===== config.mk =====
export PLATFORM = sky130hd
export DESIGN_NAME = sbus_frame_decoder_core_flat
export DESIGN_NICKNAME = d
export VERILOG_FILES = /design/src/sv/sfd_pkg.sv /design/src/sv/sfd_if.sv /design/src/sv/sfd_cfg.sv /design/src/sv/sfd_ctrl.sv /design/src/sv/sfd_datapath.sv /design/src/sv/sbus_frame_decoder_core.sv /design/src/flat_wrapper.sv
export SDC_FILE = /design/constraint.sdc
export NUM_CORES = 1
export LEC_CHECK = 0
export ABC_AREA = 1
export BUFFER_PORTS_ARGS = -buffer_cell sky130_fd_sc_hd__buf_2
export CAP_MARGIN = 20
export CELL_PAD_IN_SITES_DETAIL_PLACEMENT = 0
export CELL_PAD_IN_SITES_GLOBAL_PLACEMENT = 2
export CORE_MARGIN = 2
export CORE_UTILIZATION = 44
export CTS_BUF_LIST = sky130_fd_sc_hd__clkbuf_16
export CTS_CLUSTER_DIAMETER = 30
export CTS_CLUSTER_SIZE = 12
export DETAILED_ROUTE_END_ITERATION = 6
export HOLD_SLACK_MARGIN = 0.15
export PLACE_DENSITY_LB_ADDON = 0.1
export SYNTH_ARGS = -nofsm -noshare
export SYNTH_HDL_FRONTEND = slang
export SYNTH_HIERARCHICAL = 1
export SYNTH_SLANG_ARGS = --single-unit

===== constraint.sdc =====
create_clock -name clk -period 6.6 [get_ports clk]
set_input_delay 0.33 -clock clk [delete_from_list [all_inputs] [get_ports clk]]
set_output_delay 0.33 -clock clk [all_outputs]
set_load 0.01 [all_outputs]

===== src/sv/sfd_pkg.sv =====
// ----------------------------------------------------------------------------
// sfd_pkg
// Shared types and constants of the SBUS frame decoder.
// ----------------------------------------------------------------------------
`default_nettype none

package sfd_pkg;

    localparam int TICK_COUNTER_WIDTH = 16;

    localparam int NUM_CHANNELS = 16;
    localparam int CHAN_W       = 11;
    localparam int CH_IDX_W     = 4;
    localparam int BYTE_W       = 8;
    localparam int POS_W        = 5;
    localparam int ACC_W        = 18;
    localparam int HELD_W       = 5;
    localparam int CFG_IDX_W    = 3;
    localparam int CFG_DATA_W   = 16;
    localparam int TIMEOUT_W    = 16;
    localparam int SUM_W        = CHAN_W + 1;
    localparam int CMP_W        = (TICK_COUNTER_WIDTH > TIMEOUT_W) ?
                                  TICK_COUNTER_WIDTH : TIMEOUT_W;

    localparam logic [BYTE_W-1:0] HEADER_BYTE = 8'h0F;
    localparam logic [BYTE_W-1:0] FOOTER_BYTE = 8'h00;
    localparam int                LOST_BIT     = 2;
    localparam int                FAILSAFE_BIT = 3;
    localparam logic [SUM_W-1:0]  DISARM_SPAN  = 12'd200;

    localparam logic [POS_W-1:0]  POS_HUNT      = 5'd0;
    localparam logic [POS_W-1:0]  POS_FIRST     = 5'd1;
    localparam logic [POS_W-1:0]  POS_LAST_DATA = 5'd22;
    localparam logic [POS_W-1:0]  POS_FLAGS     = 5'd23;
    localparam logic [POS_W-1:0]  POS_FOOTER    = 5'd24;
    localparam logic [HELD_W-1:0] HELD_BYTE     = 5'd8;
    localparam logic [HELD_W-1:0] HELD_CHAN     = 5'd11;
    localparam logic [CH_IDX_W-1:0] LAST_CH     = CH_IDX_W'(NUM_CHANNELS - 1);

    localparam logic OP_BYTE      = 1'b0;
    localparam logic OP_TICK      = 1'b1;
    localparam logic KIND_CHANNEL = 1'b0;
    localparam logic KIND_STATUS  = 1'b1;

    localparam logic [CFG_IDX_W-1:0] CFG_STICK_MIN      = 3'd0;
    localparam logic [CFG_IDX_W-1:0] CFG_THROTTLE_OFS   = 3'd1;
    localparam logic [CFG_IDX_W-1:0] CFG_YAW_ARM        = 3'd2;
    localparam logic [CFG_IDX_W-1:0] CFG_LINK_TIMEOUT   = 3'd3;
    localparam logic [CFG_IDX_W-1:0] CFG_THROTTLE_CHAN  = 3'd4;
    localparam logic [CFG_IDX_W-1:0] CFG_YAW_CHAN       = 3'd5;

    localparam logic [CHAN_W-1:0]    RST_STICK_MIN     = 11'd172;
    localparam logic [CHAN_W-1:0]    RST_THROTTLE_OFS  = 11'd100;
    localparam logic [CHAN_W-1:0]    RST_YAW_ARM       = 11'd1800;
    localparam logic [TIMEOUT_W-1:0] RST_LINK_TIMEOUT  = 16'd100;
    localparam logic [CH_IDX_W-1:0]  RST_THROTTLE_CHAN = 4'd2;
    localparam logic [CH_IDX_W-1:0]  RST_YAW_CHAN      = 4'd3;

    typedef struct packed {
        logic [CHAN_W-1:0]    stick_min_value;
        logic [CHAN_W-1:0]    throttle_low_offset;
        logic [CHAN_W-1:0]    yaw_arm_threshold;
        logic [TIMEOUT_W-1:0] link_timeout_ticks;
        logic [CH_IDX_W-1:0]  throttle_channel;
        logic [CH_IDX_W-1:0]  yaw_channel;
    } cfg_t;

    typedef enum logic [1:0] {
        ST_IDLE,
        ST_RD_THR,
        ST_RD_YAW,
        ST_EMIT
    } ctrl_state_t;

    typedef struct packed {
        logic take;
        logic lat_thr;
        logic lat_yaw;
        logic load_out;
    } ctrl_cmd_t;

    typedef struct packed {
        logic in_op;
        logic footer_ok;
        logic out_free;
        logic item_final;
    } dp_stat_t;

    typedef struct packed {
        logic                kind;
        logic [CH_IDX_W-1:0] channel_index;
        logic [CHAN_W-1:0]   channel_value;
        logic                lost_frame;
        logic                failsafe;
        logic                connected;
        logic                arm_gesture;
        logic                disarm_gesture;
        logic                last;
    } out_item_t;

endpackage

`default_nettype wire


===== src/sv/sfd_if.sv =====
// ----------------------------------------------------------------------------
// sfd_if
// Valid/ready channels of the SBUS frame decoder: input words and result words.
// ----------------------------------------------------------------------------
`default_nettype none

interface sfd_in_if import sfd_pkg::*; ();
    logic              valid;
    logic              ready;
    logic              operation;
    logic [BYTE_W-1:0] rx_byte;

    modport source (output valid, output operation, output rx_byte, input ready);
    modport sink   (input valid, input operation, input rx_byte, output ready);
endinterface

interface sfd_out_if import sfd_pkg::*; ();
    logic                valid;
    logic                ready;
    logic                kind;
    logic [CH_IDX_W-1:0] channel_index;
    logic [CHAN_W-1:0]   channel_value;
    logic                lost_frame;
    logic                failsafe;
    logic                connected;
    logic                arm_gesture;
    logic                disarm_gesture;
    logic                last;

    modport source (
        output valid, output kind, output channel_index, output channel_value,
        output lost_frame, output failsafe, output connected,
        output arm_gesture, output disarm_gesture, output last,
        input  ready
    );
    modport sink (
        input  valid, input kind, input channel_index, input channel_value,
        input  lost_frame, input failsafe, input connected,
        input  arm_gesture, input disarm_gesture, input last,
        output ready
    );
endinterface

`default_nettype wire


===== src/sv/sfd_cfg.sv =====
// ----------------------------------------------------------------------------
// sfd_cfg
// Configuration register file, written through a plain write port.
// ----------------------------------------------------------------------------
`default_nettype none

module sfd_cfg import sfd_pkg::*; (
    input  wire logic                  clk,
    input  wire logic                  rst_n,
    input  wire logic                  wen,
    input  wire logic [CFG_IDX_W-1:0]  index,
    input  wire logic [CFG_DATA_W-1:0] data,
    output cfg_t                       cfg
);

    cfg_t cfg_reg;
    cfg_t cfg_next;

    always_comb
    begin
        cfg_next = cfg_reg;
        if (wen)
        begin
            case (index)
                CFG_STICK_MIN:     cfg_next.stick_min_value     = data[CHAN_W-1:0];
                CFG_THROTTLE_OFS:  cfg_next.throttle_low_offset = data[CHAN_W-1:0];
                CFG_YAW_ARM:       cfg_next.yaw_arm_threshold   = data[CHAN_W-1:0];
                CFG_LINK_TIMEOUT:  cfg_next.link_timeout_ticks  = data[TIMEOUT_W-1:0];
                CFG_THROTTLE_CHAN: cfg_next.throttle_channel    = data[CH_IDX_W-1:0];
                CFG_YAW_CHAN:      cfg_next.yaw_channel         = data[CH_IDX_W-1:0];
                default:           cfg_next = cfg_reg;
            endcase
        end
    end

    always_ff @(posedge clk or negedge rst_n)
    begin
        if (!rst_n)
        begin
            cfg_reg.stick_min_value     <= RST_STICK_MIN;
            cfg_reg.throttle_low_offset <= RST_THROTTLE_OFS;
            cfg_reg.yaw_arm_threshold   <= RST_YAW_ARM;
            cfg_reg.link_timeout_ticks  <= RST_LINK_TIMEOUT;
            cfg_reg.throttle_channel    <= RST_THROTTLE_CHAN;
            cfg_reg.yaw_channel         <= RST_YAW_CHAN;
        end
        else
        begin
            cfg_reg <= cfg_next;
        end
    end

    assign cfg = cfg_reg;

endmodule

`default_nettype wire


===== src/sv/sfd_ctrl.sv =====
// ----------------------------------------------------------------------------
// sfd_ctrl
// Controller: accepts words, sequences the stick reads and the result burst.
// ----------------------------------------------------------------------------
`default_nettype none

module sfd_ctrl import sfd_pkg::*; (
    input  wire logic clk,
    input  wire logic rst_n,
    input  wire logic in_valid,
    output logic      in_ready,
    input  dp_stat_t  stat,
    output ctrl_cmd_t cmd
);

    ctrl_state_t state_reg;
    ctrl_state_t state_next;

    always_ff @(posedge clk or negedge rst_n)
    begin
        if (!rst_n)
        begin
            state_reg <= ST_IDLE;
        end
        else
        begin
            state_reg <= state_next;
        end
    end

    always_comb
    begin
        state_next   = state_reg;
        in_ready     = 1'b0;
        cmd          = '0;
        case (state_reg)
            ST_IDLE:
            begin
                in_ready = 1'b1;
                if (in_valid)
                begin
                    cmd.take = 1'b1;
                    // ticks and good footers both end in a result
                    if (stat.in_op == OP_TICK || stat.footer_ok)
                    begin
                        state_next = ST_RD_THR;
                    end
                end
            end
            ST_RD_THR:
            begin
                cmd.lat_thr = 1'b1;
                state_next  = ST_RD_YAW;
            end
            ST_RD_YAW:
            begin
                cmd.lat_yaw = 1'b1;
                state_next  = ST_EMIT;
            end
            ST_EMIT:
            begin
                if (stat.out_free)
                begin
                    cmd.load_out = 1'b1;
                    if (stat.item_final)
                    begin
                        state_next = ST_IDLE;
                    end
                end
            end
            default:
            begin
                state_next = ST_IDLE;
            end
        endcase
    end

endmodule

`default_nettype wire


===== src/sv/sfd_datapath.sv =====
// ----------------------------------------------------------------------------
// sfd_datapath
// Frame parser, channel stores, link timer, gesture logic and output register.
// ----------------------------------------------------------------------------
`default_nettype none

module sfd_datapath import sfd_pkg::*; (
    input  wire logic              clk,
    input  wire logic              rst_n,
    input  cfg_t                   cfg,
    input  ctrl_cmd_t              cmd,
    output dp_stat_t               stat,
    input  wire logic              in_op,
    input  wire logic [BYTE_W-1:0] in_byte,
    input  wire logic              out_ready,
    output logic                   out_valid,
    output out_item_t              out_item
);

    localparam logic [TICK_COUNTER_WIDTH-1:0] TICK_MAX = '1;

    logic [POS_W-1:0]    pos_reg;
    logic [POS_W-1:0]    pos_next;
    logic [ACC_W-1:0]    acc_reg;
    logic [ACC_W-1:0]    acc_next;
    logic [HELD_W-1:0]   held_reg;
    logic [HELD_W-1:0]   held_next;
    logic [CH_IDX_W-1:0] ch_cnt_reg;
    logic [CH_IDX_W-1:0] ch_cnt_next;

    logic [CHAN_W-1:0]   pend_reg [NUM_CHANNELS];
    logic [BYTE_W-1:0]   flags_reg;
    logic [CHAN_W-1:0]   comm_reg [NUM_CHANNELS];
    logic                lost_reg;
    logic                fs_reg;
    logic [TICK_COUNTER_WIDTH-1:0] ticks_reg;

    logic                kind_reg;
    logic [CH_IDX_W-1:0] item_reg;
    logic [CHAN_W-1:0]   thr_reg;
    logic [CHAN_W-1:0]   yaw_reg;
    out_item_t           out_reg;
    out_item_t           out_next;
    logic                out_valid_reg;

    logic [ACC_W-1:0]    acc_wide;
    logic [HELD_W-1:0]   held_sum;
    logic                chan_full;
    logic                in_data;
    logic                take_byte;
    logic                take_tick;
    logic                commit;
    logic                store_chan;
    logic [CH_IDX_W-1:0] rd_idx;
    logic [CHAN_W-1:0]   rd_val;
    logic [SUM_W-1:0]    low_limit;
    logic [SUM_W-1:0]    disarm_limit;
    logic                thr_low;
    logic                connected;
    logic                out_free;

    assign take_byte = cmd.take && (in_op == OP_BYTE);
    assign take_tick = cmd.take && (in_op == OP_TICK);

    // byte lands above the bits still held
    assign acc_wide  = acc_reg | (ACC_W'(in_byte) << held_reg);
    assign held_sum  = held_reg + HELD_BYTE;
    assign chan_full = held_sum >= HELD_CHAN;
    assign in_data   = (pos_reg != POS_HUNT) && (pos_reg <= POS_LAST_DATA);
    assign commit    = take_byte && stat.footer_ok;
    assign store_chan = take_byte && in_data && chan_full;

    always_comb
    begin
        pos_next    = pos_reg;
        acc_next    = acc_reg;
        held_next   = held_reg;
        ch_cnt_next = ch_cnt_reg;
        if (take_byte)
        begin
            if (pos_reg == POS_HUNT)
            begin
                if (in_byte == HEADER_BYTE)
                begin
                    pos_next    = POS_FIRST;
                    acc_next    = '0;
                    held_next   = '0;
                    ch_cnt_next = '0;
                end
            end
            else if (in_data)
            begin
                pos_next = pos_reg + 1'b1;
                if (chan_full)
                begin
                    acc_next    = acc_wide >> CHAN_W;
                    held_next   = held_sum - HELD_CHAN;
                    ch_cnt_next = ch_cnt_reg + 1'b1;
                end
                else
                begin
                    acc_next  = acc_wide;
                    held_next = held_sum;
                end
            end
            else if (pos_reg == POS_FLAGS)
            begin
                pos_next = POS_FOOTER;
            end
            else
            begin
                pos_next  = POS_HUNT;
                acc_next  = '0;
                held_next = '0;
            end
        end
    end

    always_ff @(posedge clk or negedge rst_n)
    begin
        if (!rst_n)
        begin
            pos_reg    <= POS_HUNT;
            acc_reg    <= '0;
            held_reg   <= '0;
            ch_cnt_reg <= '0;
        end
        else
        begin
            pos_reg    <= pos_next;
            acc_reg    <= acc_next;
            held_reg   <= held_next;
            ch_cnt_reg <= ch_cnt_next;
        end
    end

    always_ff @(posedge clk)
    begin
        if (store_chan)
        begin
            pend_reg[ch_cnt_reg] <= acc_wide[CHAN_W-1:0];
        end
        if (take_byte && pos_reg == POS_FLAGS)
        begin
            flags_reg <= in_byte;
        end
    end

    always_ff @(posedge clk or negedge rst_n)
    begin
        if (!rst_n)
        begin
            for (int i = 0; i < NUM_CHANNELS; i++)
            begin
                comm_reg[i] <= '0;
            end
            lost_reg  <= 1'b0;
            fs_reg    <= 1'b0;
            ticks_reg <= '0;
        end
        else
        begin
            if (commit)
            begin
                for (int i = 0; i < NUM_CHANNELS; i++)
                begin
                    comm_reg[i] <= pend_reg[i];
                end
                lost_reg  <= flags_reg[LOST_BIT];
                fs_reg    <= flags_reg[FAILSAFE_BIT];
                ticks_reg <= '0;
            end
            else if (take_tick && ticks_reg != TICK_MAX)
            begin
                ticks_reg <= ticks_reg + 1'b1;
            end
        end
    end

    // single read port on the committed channels
    always_comb
    begin
        if (cmd.lat_thr)
        begin
            rd_idx = cfg.throttle_channel;
        end
        else if (cmd.lat_yaw)
        begin
            rd_idx = cfg.yaw_channel;
        end
        else
        begin
            rd_idx = item_reg;
        end
    end

    assign rd_val = comm_reg[rd_idx];

    always_ff @(posedge clk)
    begin
        if (cmd.lat_thr)
        begin
            thr_reg <= rd_val;
        end
        if (cmd.lat_yaw)
        begin
            yaw_reg <= rd_val;
        end
    end

    assign low_limit    = {1'b0, cfg.stick_min_value} + {1'b0, cfg.throttle_low_offset};
    assign disarm_limit = {1'b0, cfg.stick_min_value} + DISARM_SPAN;
    assign thr_low      = {1'b0, thr_reg} < low_limit;
    assign connected    = CMP_W'(ticks_reg) <= CMP_W'(cfg.link_timeout_ticks);

    always_ff @(posedge clk or negedge rst_n)
    begin
        if (!rst_n)
        begin
            kind_reg <= KIND_CHANNEL;
            item_reg <= '0;
        end
        else if (cmd.take)
        begin
            kind_reg <= (in_op == OP_TICK) ? KIND_STATUS : KIND_CHANNEL;
            item_reg <= '0;
        end
        else if (cmd.load_out)
        begin
            item_reg <= item_reg + 1'b1;
        end
    end

    always_comb
    begin
        out_next.kind           = kind_reg;
        out_next.channel_index  = (kind_reg == KIND_STATUS) ? '0 : item_reg;
        out_next.channel_value  = (kind_reg == KIND_STATUS) ? '0 : rd_val;
        out_next.lost_frame     = lost_reg;
        out_next.failsafe       = fs_reg;
        out_next.connected      = connected;
        out_next.arm_gesture    = thr_low && (yaw_reg > cfg.yaw_arm_threshold);
        out_next.disarm_gesture = thr_low && ({1'b0, yaw_reg} < disarm_limit);
        out_next.last           = stat.item_final;
    end

    always_ff @(posedge clk)
    begin
        if (cmd.load_out)
        begin
            out_reg <= out_next;
        end
    end

    always_ff @(posedge clk or negedge rst_n)
    begin
        if (!rst_n)
        begin
            out_valid_reg <= 1'b0;
        end
        else if (cmd.load_out)
        begin
            out_valid_reg <= 1'b1;
        end
        else if (out_ready)
        begin
            out_valid_reg <= 1'b0;
        end
    end

    assign out_free = !out_valid_reg || out_ready;

    assign stat.in_op      = in_op;
    assign stat.footer_ok  = (pos_reg > POS_FLAGS) && (in_byte == FOOTER_BYTE);
    assign stat.out_free   = out_free;
    assign stat.item_final = (kind_reg == KIND_STATUS) || (item_reg == LAST_CH);

    assign out_valid = out_valid_reg;
    assign out_item  = out_reg;

endmodule

`default_nettype wire


===== src/sv/sbus_frame_decoder_core.sv =====
// ----------------------------------------------------------------------------
// sbus_frame_decoder_core
// SBUS frame decoder, 16 channels, with link timer and stick gestures.
// ----------------------------------------------------------------------------
// in_ch takes one word per byte from the UART (operation 0) or per timer
// tick (operation 1); out_ch gives channel words and status words.
// Header, payload, flag and bad footer bytes are taken and give no word. A
// tick is accepted, the throttle and yaw channels are read through the single
// read port of the channel store, then the output register is loaded. A good
// footer is accepted and the same two channels read, then one channel word
// per cycle is loaded for all 16 channels while out_ch does not stall.
// in_ch.ready is high only between items; a stall on out_ch holds the burst
// one word at a time, and the last word may sit in the output register while
// the next byte is already taken. Reset returns the parser to hunting for a
// header, clears the channels, flags and tick count, and loads the register
// defaults. Configuration is written through cfg_wen/cfg_index/cfg_data by
// the user only while idle; the block itself does not enforce this.
// ----------------------------------------------------------------------------
`default_nettype none

module sbus_frame_decoder_core import sfd_pkg::*; (
    input  wire logic                  clk,
    input  wire logic                  rst_n,
    sfd_in_if.sink                     in_ch,
    sfd_out_if.source                  out_ch,
    input  wire logic                  cfg_wen,
    input  wire logic [CFG_IDX_W-1:0]  cfg_index,
    input  wire logic [CFG_DATA_W-1:0] cfg_data
);

    cfg_t      cfg;
    ctrl_cmd_t cmd;
    dp_stat_t  stat;
    out_item_t out_item;
    logic      in_ready;
    logic      out_valid;

    sfd_cfg u_cfg (
        .clk   (clk),
        .rst_n (rst_n),
        .wen   (cfg_wen),
        .index (cfg_index),
        .data  (cfg_data),
        .cfg   (cfg)
    );

    sfd_ctrl u_ctrl (
        .clk      (clk),
        .rst_n    (rst_n),
        .in_valid (in_ch.valid),
        .in_ready (in_ready),
        .stat     (stat),
        .cmd      (cmd)
    );

    sfd_datapath u_dp (
        .clk       (clk),
        .rst_n     (rst_n),
        .cfg       (cfg),
        .cmd       (cmd),
        .stat      (stat),
        .in_op     (in_ch.operation),
        .in_byte   (in_ch.rx_byte),
        .out_ready (out_ch.ready),
        .out_valid (out_valid),
        .out_item  (out_item)
    );

    assign in_ch.ready           = in_ready;
    assign out_ch.valid          = out_valid;
    assign out_ch.kind           = out_item.kind;
    assign out_ch.channel_index  = out_item.channel_index;
    assign out_ch.channel_value  = out_item.channel_value;
    assign out_ch.lost_frame     = out_item.lost_frame;
    assign out_ch.failsafe       = out_item.failsafe;
    assign out_ch.connected      = out_item.connected;
    assign out_ch.arm_gesture    = out_item.arm_gesture;
    assign out_ch.disarm_gesture = out_item.disarm_gesture;
    assign out_ch.last           = out_item.last;

endmodule

`default_nettype wire


===== src/flat_wrapper.sv =====
// flat-port wrapper written by rule: the top's interface ports become plain ports
module sbus_frame_decoder_core_flat import sfd_pkg::*;
  (clk, rst_n, cfg_wen, cfg_index, cfg_data, in_ch_valid, in_ch_operation, in_ch_rx_byte, in_ch_ready, out_ch_valid, out_ch_kind, out_ch_channel_index, out_ch_channel_value, out_ch_lost_frame, out_ch_failsafe, out_ch_connected, out_ch_arm_gesture, out_ch_disarm_gesture, out_ch_last, out_ch_ready);
  sfd_in_if in_ch_i ();
  sfd_out_if out_ch_i ();
  input  wire logic clk;
  input  wire logic rst_n;
  input  wire logic cfg_wen;
  input  wire logic [CFG_IDX_W-1:0] cfg_index;
  input  wire logic [CFG_DATA_W-1:0] cfg_data;
  input wire logic [$bits(in_ch_i.valid)-1:0] in_ch_valid;
  input wire logic [$bits(in_ch_i.operation)-1:0] in_ch_operation;
  input wire logic [$bits(in_ch_i.rx_byte)-1:0] in_ch_rx_byte;
  output wire logic [$bits(in_ch_i.ready)-1:0] in_ch_ready;
  output wire logic [$bits(out_ch_i.valid)-1:0] out_ch_valid;
  output wire logic [$bits(out_ch_i.kind)-1:0] out_ch_kind;
  output wire logic [$bits(out_ch_i.channel_index)-1:0] out_ch_channel_index;
  output wire logic [$bits(out_ch_i.channel_value)-1:0] out_ch_channel_value;
  output wire logic [$bits(out_ch_i.lost_frame)-1:0] out_ch_lost_frame;
  output wire logic [$bits(out_ch_i.failsafe)-1:0] out_ch_failsafe;
  output wire logic [$bits(out_ch_i.connected)-1:0] out_ch_connected;
  output wire logic [$bits(out_ch_i.arm_gesture)-1:0] out_ch_arm_gesture;
  output wire logic [$bits(out_ch_i.disarm_gesture)-1:0] out_ch_disarm_gesture;
  output wire logic [$bits(out_ch_i.last)-1:0] out_ch_last;
  input wire logic [$bits(out_ch_i.ready)-1:0] out_ch_ready;
  assign in_ch_i.valid = in_ch_valid;
  assign in_ch_i.operation = in_ch_operation;
  assign in_ch_i.rx_byte = in_ch_rx_byte;
  assign in_ch_ready = in_ch_i.ready;
  assign out_ch_valid = out_ch_i.valid;
  assign out_ch_kind = out_ch_i.kind;
  assign out_ch_channel_index = out_ch_i.channel_index;
  assign out_ch_channel_value = out_ch_i.channel_value;
  assign out_ch_lost_frame = out_ch_i.lost_frame;
  assign out_ch_failsafe = out_ch_i.failsafe;
  assign out_ch_connected = out_ch_i.connected;
  assign out_ch_arm_gesture = out_ch_i.arm_gesture;
  assign out_ch_disarm_gesture = out_ch_i.disarm_gesture;
  assign out_ch_last = out_ch_i.last;
  assign out_ch_i.ready = out_ch_ready;
  sbus_frame_decoder_core u_core (.clk(clk), .rst_n(rst_n), .in_ch(in_ch_i), .out_ch(out_ch_i), .cfg_wen(cfg_wen), .cfg_index(cfg_index), .cfg_data(cfg_data));
endmodule

After elaboration in Yosys (flattened, before gate mapping)
Memories as Yosys holds them, arrays and structs flattened. A register that Yosys moved wholly into a read port is not among the register bits.
Cells that the tools add are included.
{ "op_classes": {"n_lt_le_gt_ge": 8, "n_eq_ne": 18, "shifts": 1, "n_mux": 44, "reduce_logical": 51, "bitwise": 3, "add_sub_neg": 8} }
{ "ops": {"columns": ["cell", "count"], "rows": [
  ["2-to-1 mux 18 bit", 5],
  ["2-to-1 mux 5 bit", 9],
  ["binary-select mux 11 bit (select 4 bit)", 1],
  ["2-to-1 mux 16 bit", 2],
  ["2-to-1 mux 4 bit", 8],
  ["< comparator 11 x 12 -> 1 bit", 2],
  ["2-to-1 mux 11 bit", 2],
  ["bitwise OR 18 bit", 1],
  ["<< shifter 8 x 5 -> 18 bit", 1],
  ["logical NOT 1 bit", 17],
  ["adder 16 x 1 -> 16 bit (second input constant)", 1],
  ["less-or-equal comparator 16 bit", 1],
  ["inequality test 16 bit (second input constant)", 1],
  ["AND reduction 2 bit", 7],
  ["adder 11 x 11 -> 12 bit", 1],
  ["adder 11 x 8 -> 12 bit (second input constant)", 1],
  ["2-to-1 mux 1 bit", 12],
  ["> comparator 11 bit", 1],
  ["logical AND 1 bit", 11],
  ["nonzero test 2 bit", 5],
  ["adder 4 x 1 -> 4 bit (second input constant)", 2],
  ["equality test 8 x 4 -> 1 bit (second input constant)", 1],
  ["logical NOT 8 bit", 1],
  ["2-to-1 mux 2 bit", 4],
  ["other kinds (27)", 36]
]} }
{ "totals": {"elab_cells": 163, "mem_count": 1, "ramBits": 176, "reg_bits": 163} }
{ "mem_list": {"columns": ["name", "depth", "width", "read_ports", "rd_clocked_by_memory_dff", "write_ports", "line_no", "source"], "rows": [
  ["u_core.u_dp.pend_reg", 16, 11, 16, 16, 1, "sfd_datapath.sv:31", "logic [CHAN_W-1:0] pend_reg [NUM_CHANNELS];"]
]} }

Longest topological paths before layout
{ "logic_depth": {"word_depth": 8, "depth_mapped": 15} }

Hierarchy
The synthesis kept the hierarchy.
{ "by_module_without_submodules": {"columns": ["mod", "n_inst", "cells_per_inst", "area_per_inst_um2"], "rows": [
  ["sfd_datapath", 1, 2193, 20891.3],
  ["sfd_cfg", 1, 261, 2307.2],
  ["sfd_ctrl", 1, 29, 211.5]
]} }

Worst setup path after synthesis
Ideal clock, no wire load.
{ "synth_path": {"path_kind": "register to register", "start": "reg u_core.u_cfg.cfg_reg, in the netlist u_core/u_cfg/cfg[49]", "end": "reg u_core.u_dp.out_reg, in the netlist u_core/u_dp/out_item[1] (data pin)", "synth_period_minus_slack_ps": 2372, "t_arrival_ps": 2120, "setup_ps": 252, "path_slack_ps": 4228, "stages_incl_launch_ff": 12, "cell_sequence": "dfstp_2 -> ha_1 -> a21oi_1 -> o21ai_0 -> a21oi_1 -> xor2_1 -> ha_1 -> inv_1 -> o31ai_1 -> nand3_1 -> nand3_1 -> nor2_1"} }
{ "synth_lines": {"columns": ["element", "line_no", "source"], "rows": [
  ["start: declaration", "sfd_cfg.sv:16", "cfg_t cfg_reg;"],
  ["start signal: assignment", "sfd_cfg.sv:49", "cfg_reg <= cfg_next;"],
  ["end signal: assignment", "sfd_datapath.sv:251", "out_reg <= out_next;"],
  ["end: declaration", "sfd_datapath.sv:42", "out_item_t out_reg;"]
]} }

==> impl_metrics.json <==
{
  "clkLatencyLatePin_ns": 0.67,
  "post_cts.repair.setup_buffers": 0,
  "grt_pass1_vias": 17372,
  "clkPwrFrac": 0.420,
  "maxSlewHeadroom": 0.239,
  "p_comb_frac": 0.273,
  "cp-endpoint": "u_core/u_dp/thr_reg[0]",
  "slew_viol_final": 0,
  "cts_resized": 0,
  "nets": 2730,
  "syn2layout_area_growth_pct": 23.3,
  "synth_top_area_frac": 0.293,
  "yosysUniqueCellTypes": 52,
  "synthCells": 2483,
  "maxCapViolations": 0,
  "h-tree-depth": 3,
  "drive_above_1_share": 0.129,
  "finalPower_uw": 14700,
  "cp.required_ns": 6.98,
  "synth_edf_count": 222,
  "num_vias": 17411,
  "cts_buffer_depth": 3,
  "grt_overflow": 0,
  "drtPass1Iterations": 5,
  "ant_nets": 0,
  "cts_tree": "built",
  "rsz0062_at_grt": "false",
  "crit_path_end_kind": "register",
  "tns_ns": 0,
  "mappedNetlistArea_um2": 23400,
  "n_antenna_cell": 0,
  "track_usage": 0.244,
  "die_w_um": 235,
  "synth.avg_cell_area_um2": 9.43,
  "swShare": 0.353,
  "postCtsHoldBufs": 29,
  "intPower_uw": 9490,
  "reg2reg_setup_slack_ns": 2.59,
  "outcome": "complete, no violations",
  "r2r-start": "u_core/u_ctrl/state_reg[0]",
  "grt_pass1_wl_um": 103000,
  "cp.arrival_ns": 4.39,
  "final_common_cell": "nand2_1",
  "layout_common_cells": "nand2_1 (739), inv_1 (301), dfrtp_1 (274), nand3_1 (251), edfxtp_1 (222)",
  "use_met1": 0.351,
  "vias_per_cell": 5.10,
  "p_leak_uw": 0.0130,
  "ys_ff_latch": 513,
  "drt-initial-drc-count": 1486,
  "ys_seq_area_frac": 0.597,
  "yosysTopAreaCell": "dfrtp_1",
  "rr_worst_depth": 12,
  "fin_crit_sh": 0.608,
  "synth_flop_cell": "dfrtp_1",
  "synthesis.nets": 2592,
  "crit_start": "u_core/u_ctrl/state_reg[0]",
  "gp_congestion": 0.825,
  "core_um2": 52600,
  "rr_endpoint": "u_core/u_dp/thr_reg[0]",
  "io_buffers": 56,
  "die_area_um2": 55100,
  "ios": 57,
  "synth_area_leaders": "dfrtp_1 (29%), edfxtp_1 (28%), nand2_1 (12%)",
  "wirelength_um": 66500,
  "crit_type": "register to register",
  "dp_slack_ns": 2.61,
  "finalSetupViolCount": 0,
  "cts-root-buf": "clkbuf_16",
  "stdcell_area_um2": 28900,
  "grt_max_degree": 209,
  "tightestPinTransition_ns": 1.14,
  "seqPwrFrac": 0.307,
  "met3_usage": 0.0560,
  "hold_path.class": "primary input to register",
  "initial_core_util": 0.445,
  "skew_ns": 0.0289,
  "cp_max_fo": 52,
  "worst_slack_ns": 2.59,
  "die_h_um": 235,
  "placed_cell_area_um2": 24300,
  "p_sw_uw": 5170,
  "antenna_found_initial": 0,
  "period_needed_ns": 4.01,
  "path_clk_slew_ns": 0.05,
  "dp_hpwl_um": 43200,
  "worstSetupStartpointType": "register",
  "drc": 0,
  "cts.sink_count": 513,
  "power_density_nw_per_um2": 508,
  "wire_per_inst_um": 19.5,
  "yosys_warnings": 6,
  "hold_viol_final": 0,
  "top_usage_layer": "met2",
  "rows": 84,
  "cts_made_buffers": 118,
  "grt_use_met2": 0.368,
  "synthArstFlopShare": 0.567,
  "peakVddDrop_v": 0.000345,
  "fmax_mhz": 249
}
## area by class of cell
cell class	count	area, µm²
multi-input cells	1568	7780
clock inverters	106	1270
inverters	305	1140
repair buffers	115	832
well taps	688	861
clock buffers	120	3000
flip-flops and latches	513	14000
fillers	4685	23700
## worst max-delay path, stage by stage, from the launching register on
cell and delay [ns]:
dfrtp_1 0.40, inv_1 0.12, ha_1 0.68, inv_1 0.22, nand2_1 0.13, nand3_1 0.36
nand2_4 0.64, buf_4 0.50, nand2_1 0.10, nand3_1 0.10, nand3_1 0.08, nand3_1 0.22
nand2_1 0.12
## power groups by stage
stage	logic [µW]	clock network, µW	registers, µW
2_1_floorplan	2620	0	4350
3_3_place_gp	3940	0	4540
3_5_place_dp	4000	0	4550
4_1_cts	4040	6240	4500
5_1_grt	4470	6420	4540
6_report	4000	6150	4500
## layer usage
layer / vias up / wire length, µm
met1: 8389 / 31000
met3: 112 / 4330
met5: - / 0
met4: 0 / 1420
met2: 452 / 29800
li1: 8458 / -
## cells by family after synthesis
kind of cell    after synthesis  synth area share
simple gates               1155             0.209
flops                       513             0.597
buf+inv                     402            0.0718
compound gates              309            0.0708
fa+ha+maj                    76            0.0409
xor+xnor                     28            0.0105
## worst min path at each step
stage	from	to	slack [ns]	cells after the start
floorplan	rst_n	u_core/u_cfg/cfg[11]	0.03	0
global placement	u_core/u_dp/pend_reg[9][6]	u_core/u_dp/comm_reg[72]	0.42	2
detailed placement	u_core/u_dp/pend_reg[9][1]	u_core/u_dp/comm_reg[67]	0.43	2
CTS	in_ch_rx_byte[7]	u_core/u_dp/acc_reg[14]	0.27	7
global route	in_ch_rx_byte[1]	u_core/u_dp/pos_reg[2]	0.40	6
finish	in_ch_rx_byte[7]	u_core/u_dp/acc_reg[14]	0.30	7
## per-stage QoR
step,util,instances,hold slack [ns]
floorplan,-,2483,0.0344
global placement,0.462,3156,0.424
detailed placement,0.462,3158,0.427
CTS,0.549,3413,0.272
global route,0.549,3415,0.399
finish,0.549,3415,0.303
## cell usage after synthesis (2+ instances only)
cell type  instances
nand4_1           18
o21ai_1          133
nand2_2            4
nor2_2             7
dfrtp_1          274
a21o_1             2
edfxtp_1         222
nor4_1             4
buf_2             46
nand3_1          251
nor2_4             5
buf_1              4
buf_6              2
o21ai_2            3
clkbuf_1          18
a21oi_1           59
xnor2_1            7
dfstp_2           17
o21ai_0           87
o211ai_1           3
inv_1            298
nand2_1          740
o21bai_1           4
nor2_1            86
a31oi_1            3
o22ai_1            4
nor3_1            18
ha_1              75
buf_4             26
a211oi_1           3
nand3b_1          12
o31ai_1            2
inv_2              7
xor2_1            21
(Power assumes the default switching activity.)
